--- src/rtl/kde_pkg.sv ---
// Shared types and constants for the key debounce / encoder emulator.
// No dependencies; used by every module under rtl/.
`default_nettype none

package kde_pkg;

  localparam int KEY_COUNT = 4;
  localparam int THR_W     = 8;
  localparam int LEVEL_W   = 10;
  localparam int TONE_W    = 12;
  localparam int STEP_W    = 2;
  localparam int IDX_W     = 2;

  // key positions inside the key vectors
  localparam int KEY_UP    = 0;
  localparam int KEY_DOWN  = 1;
  localparam int KEY_OK    = 2;
  localparam int KEY_LIGHT = 3;

  // item kinds carried in s_tuser
  localparam logic OP_TICK = 1'b0;
  localparam logic OP_READ = 1'b1;

  // register indexes (byte address / 4)
  localparam logic [2:0] REG_ENABLE     = 3'd0;
  localparam logic [2:0] REG_DEBOUNCE   = 3'd1;
  localparam logic [2:0] REG_LEVEL_OFF  = 3'd2;
  localparam logic [2:0] REG_LEVEL_LOW  = 3'd3;
  localparam logic [2:0] REG_LEVEL_MID  = 3'd4;
  localparam logic [2:0] REG_LEVEL_HIGH = 3'd5;

  localparam logic [THR_W-1:0]   DEBOUNCE_RST   = 8'd25;
  localparam logic [LEVEL_W-1:0] LEVEL_OFF_RST  = 10'd0;
  localparam logic [LEVEL_W-1:0] LEVEL_LOW_RST  = 10'd256;
  localparam logic [LEVEL_W-1:0] LEVEL_MID_RST  = 10'd614;
  localparam logic [LEVEL_W-1:0] LEVEL_HIGH_RST = 10'd1023;
  localparam logic [IDX_W-1:0]   LEVEL_IDX_RST  = 2'd3;

  localparam logic [STEP_W-1:0] STEP_ZERO = 2'b00;
  localparam logic [STEP_W-1:0] STEP_POS  = 2'b01;
  localparam logic [STEP_W-1:0] STEP_NEG  = 2'b11;

  localparam logic [TONE_W-1:0] TONE_NONE  = 12'd0;
  localparam logic [TONE_W-1:0] TONE_UP    = 12'd1800;
  localparam logic [TONE_W-1:0] TONE_DOWN  = 12'd2000;
  localparam logic [TONE_W-1:0] TONE_OK    = 12'd2200;
  localparam logic [TONE_W-1:0] TONE_LIGHT = 12'd2400;

  typedef struct packed {
    logic                              enable;
    logic [THR_W-1:0]                  debounce_ticks;
    logic [KEY_COUNT-1:0][LEVEL_W-1:0] level;
  } cfg_t;

  typedef struct packed {
    logic [KEY_COUNT-1:0] press;
    logic [KEY_COUNT-1:0] rel;
  } key_evt_t;

  typedef struct packed {
    logic [TONE_W-1:0]  tone_hz;
    logic               backlight_changed;
    logic [LEVEL_W-1:0] backlight_value;
    logic               held;
    logic [STEP_W-1:0]  step_read;
  } res_t;

endpackage

`default_nettype wire

--- src/rtl/key_debounce_encoder_emulator.sv ---
// Channel   Dir  Payload
// s_*       in   tuser: op; tdata: up_raw, down_raw, ok_raw, light_raw (pins, 0 = pressed)
// m_*       out  tdata: step_read, held, backlight_value, backlight_changed, tone_hz
// apb       in   enable, debounce_ticks, level_off/low/mid/high at 0x00..0x14
//
// One item per cycle sustained while m_tready is high; a result passes the input register,
// then the result register, with the event logic between them, before it is presented.
// A stall on m_tready holds the result register; the input register keeps
// taking one more item, then s_tready drops until the result is taken.
// Reset (rst, synchronous) releases all keys, zeroes counters and step,
// clears held and sets the backlight index to 3; registers take reset values.
// Top level; depends on kde_pkg, kde_regs, kde_debounce, kde_events.
`default_nettype none

module key_debounce_encoder_emulator #(
  parameter int COUNT_WIDTH = 8
) (
  input  wire logic        clk,
  input  wire logic        rst,
  input  wire logic        s_tvalid,
  output logic             s_tready,
  input  wire logic [7:0]  s_tdata,   // [0] up_raw, [1] down_raw, [2] ok_raw,
                                      // [3] light_raw, [7:4] zero
  input  wire logic        s_tuser,   // [0] op
  output logic             m_tvalid,
  input  wire logic        m_tready,
  output logic [31:0]      m_tdata,   // [1:0] step_read, [2] held,
                                      // [12:3] backlight_value,
                                      // [13] backlight_changed,
                                      // [25:14] tone_hz, [31:26] zero
  input  wire logic        psel,
  input  wire logic        penable,
  input  wire logic        pwrite,
  input  wire logic [4:0]  paddr,
  input  wire logic [31:0] pwdata,
  output logic [31:0]      prdata,
  output logic             pready
);

  logic                          in_valid;
  logic                          in_op;
  logic [kde_pkg::KEY_COUNT-1:0] in_pressed;
  logic                          advance;
  logic                          tick;
  logic                          read;
  kde_pkg::cfg_t                 cfg;
  logic                          cfg_clear;
  kde_pkg::key_evt_t             evt;
  kde_pkg::res_t                 res;

  assign advance  = in_valid && (!m_tvalid || m_tready);
  assign s_tready = !in_valid || advance;
  assign tick     = advance && (in_op == kde_pkg::OP_TICK);
  assign read     = advance && (in_op == kde_pkg::OP_READ);

  always_ff @(posedge clk) begin
    if (rst) begin
      in_valid <= 1'b0;
    end else if (s_tready) begin
      in_valid <= s_tvalid;
    end
  end

  // pins are active low; store as pressed levels
  always_ff @(posedge clk) begin
    if (s_tvalid && s_tready) begin
      in_op      <= s_tuser;
      in_pressed <= ~s_tdata[kde_pkg::KEY_COUNT-1:0];
    end
  end

  kde_regs u_regs (
    .clk       (clk),
    .rst       (rst),
    .psel      (psel),
    .penable   (penable),
    .pwrite    (pwrite),
    .paddr     (paddr),
    .pwdata    (pwdata),
    .prdata    (prdata),
    .pready    (pready),
    .cfg       (cfg),
    .cfg_clear (cfg_clear)
  );

  kde_debounce #(
    .COUNT_WIDTH (COUNT_WIDTH)
  ) u_debounce (
    .clk            (clk),
    .rst            (rst),
    .tick           (tick),
    .raw_pressed    (in_pressed),
    .debounce_ticks (cfg.debounce_ticks),
    .evt            (evt)
  );

  kde_events u_events (
    .clk       (clk),
    .rst       (rst),
    .tick      (tick),
    .read      (read),
    .evt       (evt),
    .cfg       (cfg),
    .cfg_clear (cfg_clear),
    .res       (res)
  );

  always_ff @(posedge clk) begin
    if (rst) begin
      m_tvalid <= 1'b0;
    end else if (advance) begin
      m_tvalid <= 1'b1;
    end else if (m_tready) begin
      m_tvalid <= 1'b0;
    end
  end

  always_ff @(posedge clk) begin
    if (advance) begin
      m_tdata <= {6'd0, res};
    end
  end

endmodule

`default_nettype wire

--- src/rtl/kde_regs.sv ---
// Configuration register file behind the APB-style port.
// Depends on kde_pkg (cfg_t, register indexes, reset values).
`default_nettype none

module kde_regs (
  input  wire logic               clk,
  input  wire logic               rst,
  input  wire logic               psel,
  input  wire logic               penable,
  input  wire logic               pwrite,
  input  wire logic [4:0]         paddr,
  input  wire logic [31:0]        pwdata,
  output logic      [31:0]        prdata,
  output logic                    pready,
  output kde_pkg::cfg_t           cfg,
  output logic                    cfg_clear
);

  logic       wr_en;
  logic [2:0] reg_idx;

  assign pready  = 1'b1;
  assign wr_en   = psel && penable && pwrite;
  assign reg_idx = paddr[4:2];

  // writing enable low drops step and held flag in the event unit
  assign cfg_clear = wr_en && (reg_idx == kde_pkg::REG_ENABLE) && !pwdata[0];

  always_ff @(posedge clk) begin
    if (rst) begin
      cfg.enable         <= 1'b1;
      cfg.debounce_ticks <= kde_pkg::DEBOUNCE_RST;
      cfg.level[0]       <= kde_pkg::LEVEL_OFF_RST;
      cfg.level[1]       <= kde_pkg::LEVEL_LOW_RST;
      cfg.level[2]       <= kde_pkg::LEVEL_MID_RST;
      cfg.level[3]       <= kde_pkg::LEVEL_HIGH_RST;
    end else if (wr_en) begin
      unique case (reg_idx)
        kde_pkg::REG_ENABLE:     cfg.enable         <= pwdata[0];
        kde_pkg::REG_DEBOUNCE:   cfg.debounce_ticks <= pwdata[kde_pkg::THR_W-1:0];
        kde_pkg::REG_LEVEL_OFF:  cfg.level[0]       <= pwdata[kde_pkg::LEVEL_W-1:0];
        kde_pkg::REG_LEVEL_LOW:  cfg.level[1]       <= pwdata[kde_pkg::LEVEL_W-1:0];
        kde_pkg::REG_LEVEL_MID:  cfg.level[2]       <= pwdata[kde_pkg::LEVEL_W-1:0];
        kde_pkg::REG_LEVEL_HIGH: cfg.level[3]       <= pwdata[kde_pkg::LEVEL_W-1:0];
        default: ;
      endcase
    end
  end

  always_comb begin
    unique case (reg_idx)
      kde_pkg::REG_ENABLE:     prdata = {31'd0, cfg.enable};
      kde_pkg::REG_DEBOUNCE:   prdata = {24'd0, cfg.debounce_ticks};
      kde_pkg::REG_LEVEL_OFF:  prdata = {22'd0, cfg.level[0]};
      kde_pkg::REG_LEVEL_LOW:  prdata = {22'd0, cfg.level[1]};
      kde_pkg::REG_LEVEL_MID:  prdata = {22'd0, cfg.level[2]};
      kde_pkg::REG_LEVEL_HIGH: prdata = {22'd0, cfg.level[3]};
      default:                 prdata = 32'd0;
    endcase
  end

endmodule

`default_nettype wire

--- src/rtl/kde_debounce.sv ---
// Per-key debounce lanes: raw level history, saturating tick counters and
// debounced levels. Depends on kde_pkg (KEY_COUNT, key_evt_t).
`default_nettype none

module kde_debounce #(
  parameter int COUNT_WIDTH = 8
) (
  input  wire logic                          clk,
  input  wire logic                          rst,
  input  wire logic                          tick,
  input  wire logic [kde_pkg::KEY_COUNT-1:0] raw_pressed,
  input  wire logic [kde_pkg::THR_W-1:0]     debounce_ticks,
  output kde_pkg::key_evt_t                  evt
);

  localparam int CMP_W = (COUNT_WIDTH > kde_pkg::THR_W) ? COUNT_WIDTH : kde_pkg::THR_W;
  localparam logic [COUNT_WIDTH-1:0] CNT_MAX = '1;

  logic [kde_pkg::KEY_COUNT-1:0]                  last_raw;
  logic [kde_pkg::KEY_COUNT-1:0]                  stable;
  logic [kde_pkg::KEY_COUNT-1:0][COUNT_WIDTH-1:0] elapsed;
  logic [kde_pkg::KEY_COUNT-1:0]                  stable_next;
  logic [kde_pkg::KEY_COUNT-1:0][COUNT_WIDTH-1:0] elapsed_next;

  always_comb begin
    for (int k = 0; k < kde_pkg::KEY_COUNT; k++) begin
      if (raw_pressed[k] != last_raw[k]) begin
        elapsed_next[k] = '0;
      end else if (elapsed[k] != CNT_MAX) begin
        elapsed_next[k] = elapsed[k] + COUNT_WIDTH'(1);
      end else begin
        elapsed_next[k] = elapsed[k];
      end
      if (CMP_W'(elapsed_next[k]) >= CMP_W'(debounce_ticks)) begin
        stable_next[k] = raw_pressed[k];
      end else begin
        stable_next[k] = stable[k];
      end
    end
  end

  // edges of the debounced level; only meaningful on a tick
  assign evt.press = stable_next & ~stable;
  assign evt.rel   = ~stable_next & stable;

  always_ff @(posedge clk) begin
    if (rst) begin
      last_raw <= '0;
      stable   <= '0;
      elapsed  <= '0;
    end else if (tick) begin
      last_raw <= raw_pressed;
      stable   <= stable_next;
      elapsed  <= elapsed_next;
    end
  end

endmodule

`default_nettype wire

--- src/rtl/kde_events.sv ---
// Event unit: step value, ok held flag, backlight level index and tone,
// and the result for the item in flight. Depends on kde_pkg.
`default_nettype none

module kde_events (
  input  wire logic              clk,
  input  wire logic              rst,
  input  wire logic              tick,
  input  wire logic              read,
  input  wire kde_pkg::key_evt_t evt,
  input  wire kde_pkg::cfg_t     cfg,
  input  wire logic              cfg_clear,
  output kde_pkg::res_t          res
);

  logic [kde_pkg::STEP_W-1:0] step;
  logic                       held;
  logic [kde_pkg::IDX_W-1:0]  level_idx;
  logic [kde_pkg::STEP_W-1:0] step_next;
  logic                       held_next;
  logic [kde_pkg::IDX_W-1:0]  level_idx_next;
  logic                       changed;
  logic [kde_pkg::TONE_W-1:0] tone;

  always_comb begin
    step_next      = step;
    held_next      = held;
    level_idx_next = level_idx;
    changed        = 1'b0;
    tone           = kde_pkg::TONE_NONE;
    if (read) begin
      step_next = kde_pkg::STEP_ZERO;
    end else if (tick) begin
      // later keys override the tone of earlier ones
      if (cfg.enable && evt.press[kde_pkg::KEY_UP]) begin
        step_next = kde_pkg::STEP_NEG;
        tone      = kde_pkg::TONE_UP;
      end
      if (cfg.enable && evt.press[kde_pkg::KEY_DOWN]) begin
        step_next = kde_pkg::STEP_POS;
        tone      = kde_pkg::TONE_DOWN;
      end
      if (cfg.enable) begin
        if (evt.press[kde_pkg::KEY_OK]) begin
          held_next = 1'b1;
          tone      = kde_pkg::TONE_OK;
        end else if (evt.rel[kde_pkg::KEY_OK]) begin
          held_next = 1'b0;
        end
      end
      if (evt.press[kde_pkg::KEY_LIGHT]) begin
        level_idx_next = level_idx + kde_pkg::IDX_W'(1);
        changed        = 1'b1;
        tone           = kde_pkg::TONE_LIGHT;
      end
    end
  end

  assign res.step_read         = read ? step : kde_pkg::STEP_ZERO;
  assign res.held              = held_next & cfg.enable;
  assign res.backlight_value   = cfg.level[level_idx_next];
  assign res.backlight_changed = changed;
  assign res.tone_hz           = tone;

  always_ff @(posedge clk) begin
    if (rst) begin
      step      <= kde_pkg::STEP_ZERO;
      held      <= 1'b0;
      level_idx <= kde_pkg::LEVEL_IDX_RST;
    end else if (cfg_clear) begin
      step <= kde_pkg::STEP_ZERO;
      held <= 1'b0;
    end else begin
      step      <= step_next;
      held      <= held_next;
      level_idx <= level_idx_next;
    end
  end

endmodule

`default_nettype wire
--- config.mk ---
export PLATFORM = sky130hd
export DESIGN_NAME = key_debounce_encoder_emulator
export DESIGN_NICKNAME = d
export VERILOG_FILES = /design/src/rtl/kde_pkg.sv /design/src/rtl/key_debounce_encoder_emulator.sv /design/src/rtl/kde_regs.sv /design/src/rtl/kde_debounce.sv /design/src/rtl/kde_events.sv
export SDC_FILE = /design/constraint.sdc
export NUM_CORES = 1
export LEC_CHECK = 0
export BUFFER_PORTS_ARGS = -buffer_cell sky130_fd_sc_hd__buf_2
export CELL_PAD_IN_SITES_DETAIL_PLACEMENT = 1
export CELL_PAD_IN_SITES_GLOBAL_PLACEMENT = 1
export CORE_MARGIN = 2
export CORE_UTILIZATION = 39
export DETAILED_ROUTE_END_ITERATION = 12
export GPL_TIMING_DRIVEN = 0
export PLACE_DENSITY_LB_ADDON = 0.1
export RECOVER_POWER = 25
export SLEW_MARGIN = 15
export SYNTH_ARGS = -nofsm -noshare
export SYNTH_HDL_FRONTEND = slang
export SYNTH_HIERARCHICAL = 1
export SYNTH_SLANG_ARGS = --single-unit
--- constraint.sdc ---
create_clock -name clk -period 3.4 [get_ports clk]
set_input_delay 0.68 -clock clk [delete_from_list [all_inputs] [get_ports clk]]
set_output_delay 0.68 -clock clk [all_outputs]
set_load 0.01 [all_outputs]
Word-level counts from Yosys, hierarchy flattened:

Index checks and enable logic that the tools add are counted.

* magnitude comparators: 5
* add/sub/neg operators: 5
* bitwise logic cells: 8
* mux-type cells: 33
* equality and inequality tests: 13
* reductions and logical operators: 29

Operators by type and width (count)
* $mux W8: 8
* $pmux W10 S6: 1
* $mux W12: 3
* $add A8 B1 Y8 const B: 4
* $ge A8 B8 Y1: 4
* $ne A8 B8 Y1 const B: 4
* $mux W11: 2
* $bmux W10 S2: 1
* $reduce_and A2 Y1: 7
* $mux W1: 12
* $logic_and A1 B1 Y1: 10
* $mux W10: 1
* $mux W2: 5
* $not A4 Y4: 2
* $eq A3 B2 Y1 const B: 2
* $eq A3 B3 Y1 const B: 2
* $reduce_or A3 Y1: 2
* $and A4 B4 Y4: 1
* $ne A1 B1 Y1: 4
* $reduce_bool A2 Y1: 2
* $reduce_or A2 Y1: 2
* $and A3 B3 Y3: 1
* $eq A3 B1 Y1 const B: 1
* $logic_not A1 Y1: 3
* 7 further kinds: 9

* output and inout bits: 67
* logic and storage cells: 116
* flip-flop bits (word level): 127
* input port bits: 53

Longest topological paths before layout:

Gate-level depths: netlist (run 1).

* depth in word-level cells: 13
* depth in mapped cells: 18
* depth with buffers taken out: 17

Cells and area by module:

The synthesis (run 1) kept the hierarchy.

Modules (own cells, without submodules)
* kde_debounce: sequential area each 800.8 um^2, cells each 412, area an instance 3276.9 um^2, times used 1
* kde_regs: sequential area each 980.9 um^2, cells each 291, area an instance 2575.0 um^2, times used 1
* key_debounce_encoder_emulator: sequential area each 970.9 um^2, cells each 54, area an instance 1116.1 um^2, times used 1
* kde_events: sequential area each 100.1 um^2, cells each 187, area an instance 1047.3 um^2, times used 1

Worst setup path before layout (run 1):

OpenSTA, ideal clock, no wires.

* path type: flip-flop to flip-flop
* start point: reg u_debounce/elapsed[24] (netlist bit)
* end point: reg m_tdata[10], data pin
* stages on the path, launching flop included: 19
* arrival: 3288 ps
* slack: -143 ps
* period minus slack after synthesis: 3543 ps
* buffers on the path: 2
* setup time: 255 ps
* data required time: 3145 ps
* cell sequence: dfxtp_1 -> ha_1 -> and4_1 -> nand4_2 -> nand2_1 -> xnor2_1 -> nor2_1 -> ha_1 -> o21a_1 -> o21ai_0 -> o21bai_1 -> a21oi_1 -> nor3b_1 -> nand3b_4 -> clkinv_2 -> buf_6 -> buf_2 -> o21ai_0 -> and3_1

RTL lines
* start, declared: line kde_debounce.sv:21 `logic [kde_pkg::KEY_COUNT-1:0][COUNT_WIDTH-1:0] elapsed;`
* start signal, assigned: line kde_debounce.sv:54 `elapsed <= elapsed_next;`
* end signal, assigned: line key_debounce_encoder_emulator.sv:120 `m_tdata <= {6'd0, res};`
* end, declared: line key_debounce_encoder_emulator.sv:27 `output logic [31:0] m_tdata,`

==> results.cfg, run 1 <==
[place]
dp_hpwl_um = 18200
dp_slack_ps = -930
place_congestion = 0.851
numPortBuffers = 62
dpl_cell_area_um2 = 8760

[power_and_ir_drop]
p_sw_frac = 0.263
ir_drop_uv = 274
switchingPower_mw = 0.999
intPower_mw = 2.80
p_per_area_nw_per_um2 = 369
combPwrFrac = 0.091
clock_power_share = 0.493
seqPwrFrac = 0.416
power_mw = 3.80
p_leak_nw = 4.07

[worst_setup_path]
worstPathArrival_ps = 3760
reg2reg_slack_ps = -180
critPathCapture = m_tdata[3]$_DFFE_PP_
end_kind = flip-flop
r2r-start = u_debounce/elapsed[24]$_SDFFE_PP0P_
reg2reg_depth = 18
cp.required_ps = 3580
start_kind = flip-flop
r2r-end = m_tdata[3]$_DFFE_PP_
startpoint = u_debounce/elapsed[24]$_SDFFE_PP0P_
crit_fanout = 7
path_class = flip-flop to flip-flop

[grt]
grtUsageTotal = 0.248
grt_pass1_wl_um = 41600
antenna_found_initial = 0
grt_max_degree = 27
grt_pass1_vias = 7497
overflow = 0

[clocking]
cts_buffer_depth = 2
cts_hold_buffers = 0
clkTransAtPathRegs_ps = 60
htreeDepth = 4
cts.sinks = 127
cts_root_buf = clkbuf_16
cts_tree = built
cts_buffers = 17
clk_latency_ps = 430

[routing]
routed-wl-met2_um = 12400
highest_layer = met4
via_count = 7414
wire_per_inst_um = 19.6
drc = 0
drtPass1Iterations = 7
initialDrtViolationCount = 418
drt-total-wl_um = 26500
wl_met1_um = 12500
via_per_inst = 5.48
ant_nets = 0
met3_length_um = 1210

[floorplan]
pin_count = 120
fp-row-count = 52
die_h_um = 147
initial_core_util = 0.396
core_um2 = 20200
die_area_um2 = 21700
fp.dieW_um = 147

[sta]
fin_crit_ps = 3580
fin_ws_ps = -179
timing.fmax_mhz = 279
worst_slew_pin_slew_ps = 1670
hold_viol = 0
finalHoldWorstSlack_ps = 483
finalSetupViolCount = 12
maxSlewViolCount = 27
skew_ps = 12.0
period_share = 1.05
rsz0062_at_grt = yes
slew-limit-headroom = -0.112

[flow_run]
drv_cap = 1

[synth]
syn_inst = 941
synth_area_per_cell_um2 = 8.49
netlist_area_um2 = 7990
ys_warn_count = 6

[run_status]
failed_checks = max-capacitance violations, max-slew violations, negative setup slack
status = finished with violations

[hold_path]
hold_path_class = input port to flip-flop

[final_layout]
design_area_um2 = 10300
antenna_cells = 0
nNetsFinal = 1159
final_common_cell = nor2_1
final_cell_mix = 128 x nor2_1, 86 x dfxtp_1, 72 x buf_2
drive_gt1_frac = 0.263
areaGrowthSynthToFinish_pct = 28.9
==> worst min-delay path by stage <==
stage | startpoint | endpoint | slack, ps | depth (start not counted)
after floorplan | u_events/step[0]$_SDFFE_PP0P_ | u_events/step[0]$_SDFFE_PP0P_ | 430 | 2
after global placement | u_events/step[0]$_SDFFE_PP0P_ | u_events/step[0]$_SDFFE_PP0P_ | 450 | 2
after detailed placement | u_events/step[0]$_SDFFE_PP0P_ | u_events/step[0]$_SDFFE_PP0P_ | 450 | 2
after CTS | s_tuser | in_op$_DFFE_PP_ | 440 | 1
after global routing | s_tuser | in_op$_DFFE_PP_ | 470 | 1
final | s_tuser | in_op$_DFFE_PP_ | 480 | 1
==> registers in the layout, indices dropped and copies added, names as in the netlist, 2 cells and up <==
name	flops
u_events/step	2
m_tdata	26
u_regs/cfg	49
u_debounce/stable	4
in_pressed	4
u_events/level_idx	2
u_debounce/elapsed	32
u_debounce/last_raw	4
==> power by group through the flow <==
stage | clock network (mW) | logic (mW) | registers, mW
6_report | 1.87 | 0.346 | 1.58
5_1_grt | 1.96 | 0.376 | 1.59
4_1_cts | 1.90 | 0.334 | 1.58
3_5_place_dp | 0 | 0.318 | 1.62
3_3_place_gp | 0 | 0.316 | 1.62
2_1_floorplan | 0 | 0.203 | 1.62
==> cell type report <==
class	count	area, um^2
sequential	127	2880
buffer	88	594
fill	2371	9870
multi-input combinational	731	5250
inverter	21	83.8
clock inverter	12	120
timing repair buffer	84	556
clock buffer	20	479
tap	270	338
==> routing by layer <==
metal / global-route usage / up-vias
li1: - / 3573
met5: 0 / -
met1: 0.345 / 3625
met4: 0.0736 / 0
met2: 0.402 / 186
met3: 0.0348 / 30
==> critical path, stage by stage, from the launching register on <==
cell and delay, ps:
dfxtp_4 360, ha_4 130, and4_4 250, nand4_4 150, nand2_2 140, xnor2_2 110
nor2_1 70, ha_1 310, o21a_1 130, o21ai_2 60, o21bai_1 160, a21oi_2 100
nor3b_4 340, nand3b_4 180, buf_12 220, clkbuf_16 170, nor3_4 210, nor4_4 60
and3_1 160
==> per-stage QoR <==
stage	utilization	TNS (ps)	cells
2_1_floorplan	-	0	969
3_3_place_gp	0.434	-11060	1301
3_5_place_dp	0.434	-12080	1301
4_1_cts	0.497	-2440	1347
5_1_grt	0.511	-4060	1353
6_report	0.511	-1720	1353
==> timing repair <==
item | CTS | global route
resized for setup | 112 | 48
setup buffers | 13 | 6
setup endpoints to repair | 25 | 25
cloned | 2 | 1
pin swaps | 36 | 43
No activity file was read; power rests on OpenSTA's default activity.
==> inputs of run 2 (changes only) <==
--- a/config.mk
+++ b/config.mk
@@ -17,5 +17,4 @@
 export SLEW_MARGIN = 15
 export SYNTH_ARGS = -nofsm -noshare
 export SYNTH_HDL_FRONTEND = slang
-export SYNTH_HIERARCHICAL = 1
 export SYNTH_SLANG_ARGS = --single-unit
==> results.cfg, run 2 <==
[routing]
ant_nets = 0
drt-total-wl_um = 24900
initialDrtViolationCount = 344
drc = 0
via_per_inst = 5.61
via_count = 6887
wire_per_inst_um = 20.3
drtPass1Iterations = 4

[synth]
synth.most_common_cell = dfxtp_1
synth_edf_count = 25
yosys_register_bits = 121
yosysSeqAreaShare = 0.359
synth_area_per_cell_um2 = 8.61
synth_area_leader_cell = dfxtp_1
synth_cell_types = 63
netlist_area_um2 = 7440
syn_inst = 864
synth_flop_cell = dfxtp_1
ys_top_cells_by_count = 96 x dfxtp_1, 90 x nand2_1, 81 x nor2_1
async_flop_share = 0
ys_warn_count = 0
synth_area_leaders = dfxtp_1 26%, edfxtp_1 10%, mux2i_1 9.2%
yosysTopAreaCellShare = 0.258

[grt]
overflow = 0
grtUsageTotal = 0.250
grt_pass1_wl_um = 38300
antenna_found_initial = 0
grt_max_degree = 26
grt_pass1_vias = 6752

[final_layout]
antenna_cells = 0
regMostFlops = u_regs.cfg
drive_gt1_frac = 0.200
largest_reg_flops = 49
areaGrowthSynthToFinish_pct = 21.7
fillCellCount = 2266
utilization = 0.484
nNetsFinal = 1070
final_cell_mix = 89 x nand2_1, 88 x dfxtp_1, 80 x nor2_1
final_common_cell = nand2_1
reg_top3 = u_regs.cfg (49), u_debounce.elapsed (32), m_tdata (20)

[sta]
skew_ps = 9.48
fin_crit_ps = 3270
period_share = 0.960
hold_viol = 0
worst_slew_pin_slew_ps = 1450
finalHoldWorstSlack_ps = 425
timing.fmax_mhz = 306
fin_ws_ps = 135
maxSlewViolCount = 0
finalSetupViolCount = 0
slew-limit-headroom = 0.0352

[clocking]
cts_root_buf = clkbuf_16
clk_latency_ps = 430
cts_buffer_depth = 2
cts_buffers = 17
cts.sinks = 121
clkTransAtPathRegs_ps = 60
htreeDepth = 4
cts_hold_buffers = 0
cts_tree = built

[hold_path]
hold_path_class = input port to flip-flop

[floorplan]
pin_count = 120
core_um2 = 18700
fp-row-count = 50
initial_core_util = 0.398
fp.dieW_um = 142
die_h_um = 142
die_area_um2 = 20200

[worst_setup_path]
cp.required_ps = 3510
crit_fanout = 10
start_kind = flip-flop
crit_chain = xor2_4 -> clkbuf_2 -> nor2_1 -> ha_1 -> a2111oi_4 -> o311a_4 -> clkbuf_4 -> o21ai_0 -> a21oi_1 -> a311oi_2
end_kind = flip-flop
worst_path_largest_cell_delay_ps = 540
path_class = flip-flop to flip-flop
cpMaxStageDelayCell = edfxtp_1
worstPathArrival_ps = 3370

[power_and_ir_drop]
p_leak_nw = 3.61
combPwrFrac = 0.082
ir_drop_uv = 328
clock_power_share = 0.519
p_per_area_nw_per_um2 = 415
p_sw_frac = 0.249
seqPwrFrac = 0.400
intPower_mw = 2.82
switchingPower_mw = 0.934

[flow_run]
drv_cap = 0

[run_status]
status = complete, no violations

[place]
dp_slack_ps = -381
place_congestion = 0.861
dp_hpwl_um = 17300
numPortBuffers = 59
==> run 2: kinds of logic (layout without fill, tap and decap cells) <==
family | Yosys count | count (layout) | synth area share
multiplexers | 75 | 75 | 0.102
adder cells (fa/ha/maj) | 36 | 36 | 0.0606
other | 2 | 32 | 0.00101
AO/OA/AOI/OAI | 207 | 207 | 0.183
buffers and inverters | 104 | 204 | 0.0744
XOR/XNOR | 21 | 21 | 0.0247
AND/OR/NAND/NOR | 298 | 298 | 0.195
flip-flops | 121 | 121 | 0.359
==> run 2: timing repair <==
action | CTS | global route
endpoints found under the setup margin | 17 | 19
pin swaps | 1 | 12
setup buffers | 3 | 6
gates resized for setup | 15 | 48
==> run 2: power groups by stage <==
| stage | Combinational, mW | Sequential [mW] | Clock [mW] |
|---|---|---|---|
| 6_report | 0.306 | 1.50 | 1.95 |
| 5_1_grt | 0.335 | 1.50 | 2.03 |
| 4_1_cts | 0.302 | 1.50 | 1.97 |
| 3_5_place_dp | 0.298 | 1.53 | 0 |
| 3_3_place_gp | 0.295 | 1.53 | 0 |
| 2_1_floorplan | 0.188 | 1.53 | 0 |
==> run 2: critical path, delay by kind of cell, from the launching register on <==
kind | cells | cell delay [ps]
AOI/OAI and AO/OA | 5 | 1220
xor gates and xnor gates | 1 | 270
adders and majority gates | 1 | 310
buffers and inverters | 2 | 490
DFF | 1 | 540
and+or+nand+nor | 1 | 100
==> run 2: metrics by stage <==
step,cell area [um^2],setup TNS (ps),power (mW),std cells
after floorplan,7550,0,1.72,894
after global placement,8140,-2320,1.83,1187
after detailed placement,8140,-3010,1.83,1187
after CTS,8860,0,3.77,1222
after global routing,9050,-55.3,3.87,1228
final,9050,0,3.75,1228
==> run 2: per-layer routing <==
metal,routed length [um],part of all wire,vias to the layer above,global-route usage
li1,-,-,3287,-
met1,11600,0.47,3408,0.334
met2,11900,0.48,164,0.409
met3,1010,0.041,28,0.0458
met4,412,0.017,0,0.0789
met5,0,0,-,0
==> run 2: layout make-up <==
type                       count  area [um^2]  share of cell area
timing repair buffer          68          348              0.0384
clock inverter                15          201              0.0222
tap                          234          293              0.0323
clock buffer                  17          425              0.0470
inverter                      16         62.6             0.00691
multi-input combinational    669         4510               0.498
buffer                        88          523              0.0578
sequential                   121         2690               0.297
==> run 2: final timing paths <==
kind	from	endpoint	slack, ps	cells after the start
setup / recovery	in_pressed[3]$_DFFE_PP_	m_tdata[9]$_DFFE_PP_	130	10
hold reg to reg	u_debounce.last_raw[0]$_SDFFE_PP0P_	u_debounce.last_raw[0]$_SDFFE_PP0P_	470	2
hold / removal	s_tuser	in_op$_DFFE_PP_	420	1
setup reg to reg	in_pressed[3]$_DFFE_PP_	m_tdata[9]$_DFFE_PP_	130	10
==> inputs of run 3 (changes only) <==
--- a/config.mk
+++ b/config.mk
@@ -6,13 +6,10 @@
 export NUM_CORES = 1
 export LEC_CHECK = 0
 export BUFFER_PORTS_ARGS = -buffer_cell sky130_fd_sc_hd__buf_2
-export CELL_PAD_IN_SITES_DETAIL_PLACEMENT = 1
-export CELL_PAD_IN_SITES_GLOBAL_PLACEMENT = 1
 export CORE_MARGIN = 2
-export CORE_UTILIZATION = 39
+export CORE_UTILIZATION = 40
 export DETAILED_ROUTE_END_ITERATION = 12
 export GPL_TIMING_DRIVEN = 0
-export PLACE_DENSITY_LB_ADDON = 0.1
 export RECOVER_POWER = 25
 export SLEW_MARGIN = 15
 export SYNTH_ARGS = -nofsm -noshare
==> results.cfg, run 3 (synthesis gave the netlist of run 2 again) <==
[run_status]
status = complete, no violations

[final_layout]
layoutNonFillerInstCount = 1227
regMostFlops = u_regs.cfg
fillCellCount = 1753
areaGrowthSynthToFinish_pct = 21.6
final_common_cell = dfxtp_1
drive_gt1_frac = 0.195
final_cell_mix = 90 x dfxtp_1, 89 x nand2_1, 81 x nor2_1
nNetsFinal = 1073
largest_reg_flops = 49
reg_top3 = u_regs.cfg (49), u_debounce.elapsed (32), m_tdata (20)

[floorplan]
die_h_um = 140
fp-row-count = 49
core_um2 = 18100
pin_count = 120
fp.dieW_um = 140
die_area_um2 = 19700
initial_core_util = 0.411

[grt]
grtUsageMet1 = 0.322
grt_pass1_wl_um = 33700
busiest_layer = met1
grt_pass1_vias = 5997
antenna_found_initial = 1
grt_max_degree = 26
overflow = 0
use_met2 = 0.320
grtUsageTotal = 0.221
use_met3 = 0.0523

[sta]
slew-limit-headroom = 0.144
fin_crit_ps = 3330
tns_ps = 0
skew_ps = 9.83
finalSetupViolCount = 0
fin_ws_ps = 68.2
rsz0062_at_grt = yes
hold_viol = 0
period_share = 0.980
finalHoldWorstSlack_ps = 436
timing.fmax_mhz = 300
maxSlewViolCount = 0
worst_slew_pin_slew_ps = 1280

[power_and_ir_drop]
p_leak_nw = 3.62
p_per_area_nw_per_um2 = 403
ir_drop_uv = 336

[clocking]
cts_buffer_depth = 2
cts_buffers = 17
clkTransAtPathRegs_ps = 60
clk_latency_ps = 420
htreeDepth = 4
cts_tree = built
cts_root_buf = clkbuf_16
cts.sinks = 121

[worst_setup_path]
end_kind = flip-flop
start_kind = flip-flop
cpMaxStageDelayCell = or4b_4
worst_path_largest_cell_delay_ps = 510
cp.required_ps = 3600
path_class = flip-flop to flip-flop
crit_family = simple AND/OR/NAND/NOR gates
path_buf_inv = 3
crit_fanout = 7
worstPathArrival_ps = 3530
reg2reg_slack_ps = 70
crit_chain = ha_4 -> nand2_2 -> or4b_4 -> o21ai_1 -> nor2_1 -> ha_1 -> nand4_1 -> o311ai_4 -> buf_6 -> nand2_8 -> inv_6 -> buf_8 -> nand2_1 -> a311oi_2

[place]
placed_cells = 1182
place_congestion = 0.879
dp_hpwl_um = 15200
numPortBuffers = 59
dp_slack_ps = -474

[routing]
ant_nets = 0
drc = 0
drtPass1Iterations = 5
wire_per_inst_um = 18.0
via_count = 6771
drt-total-wl_um = 22100
initialDrtViolationCount = 628
via_per_inst = 5.52

[flow_run]
drv_cap = 0

[hold_path]
hold_path_class = input port to flip-flop
-- run 3: cell types whose count changed in the layout (fill, tap and decap cells not counted), sizes merged, moves of 2 or more --
cell | before | now
clkbuf | 69 | 72
clkinv | 8 | 6
buf | 104 | 110
bufinv | 4 | 2
clkinvlp | 2 | 0
-- run 3: per-stage QoR --
stage               power (mW)  area, um^2  utilization
finish                    3.64        9040        0.500
detailed placement        1.82        8130        0.450
CTS                       3.67        8870        0.490
global placement          1.82        8130        0.450
floorplan                 1.72        7550            -
global route              3.75        9040        0.500
-- run 3: what timing repair did --
action	in CTS	in global routing
endpoints found under the setup margin	12	19
cloned	1	0
gates resized for setup	18	29
hold buffers	0	0
pin swaps	2	18
setup buffers	4	10
-- run 3: path summary, 6_finish.rpt --
| kind | from | end | depth (start not counted) |
|---|---|---|---|
| hold reg to reg | u_debounce.stable[3]$_SDFFE_PP0P_ | u_debounce.stable[3]$_SDFFE_PP0P_ | 2 |
| setup reg to reg | u_debounce.elapsed[25]$_SDFFE_PP0P_ | m_tdata[9]$_DFFE_PP_ | 14 |
| hold / removal | s_tuser | in_op$_DFFE_PP_ | 1 |
| setup / recovery | u_debounce.elapsed[25]$_SDFFE_PP0P_ | m_tdata[9]$_DFFE_PP_ | 14 |
-- run 3: power breakdown --
part	switching, mW	leakage [nW]	internal [mW]	total, mW
Clock	0.651	0.304	1.20	1.85
Sequential	0.0183	0.996	1.48	1.50
Combinational	0.186	2.32	0.109	0.294
Total	0.855	3.62	2.79	3.64
-- run 3: layer usage --
| metal | up-vias | wire length, um |
|---|---|---|
| li1 | 3283 | - |
| met5 | - | 0 |
| met2 | 263 | 9440 |
| met3 | 39 | 1630 |
| met1 | 3186 | 10500 |
| met4 | 0 | 471 |
-- run 3: worst reg2reg max path, cell delays in order (launching register included) --
cell and delay [ps]:
dfxtp_4 370, ha_4 160, nand2_2 80, or4b_4 520, o21ai_1 90, nor2_1 90
ha_1 310, nand4_1 200, o311ai_4 390, buf_6 170, nand2_8 80, inv_6 100
buf_8 120, nand2_1 60, a311oi_2 370
-- run 3: layout make-up --
| class | instances | area (um^2) | area share |
|---|---|---|---|
| Antenna cell | 1 | 2.50 | 0.000277 |
| Multi-Input combinational cell | 669 | 4470 | 0.495 |
| Buffer | 85 | 492 | 0.0544 |
| Sequential cell | 121 | 2690 | 0.298 |
| Tap cell | 229 | 287 | 0.0317 |
| Clock inverter | 8 | 90.1 | 0.00996 |
| Clock buffer | 24 | 514 | 0.0569 |
| Inverter | 16 | 65.1 | 0.00720 |
| Timing Repair Buffer | 74 | 429 | 0.0475 |
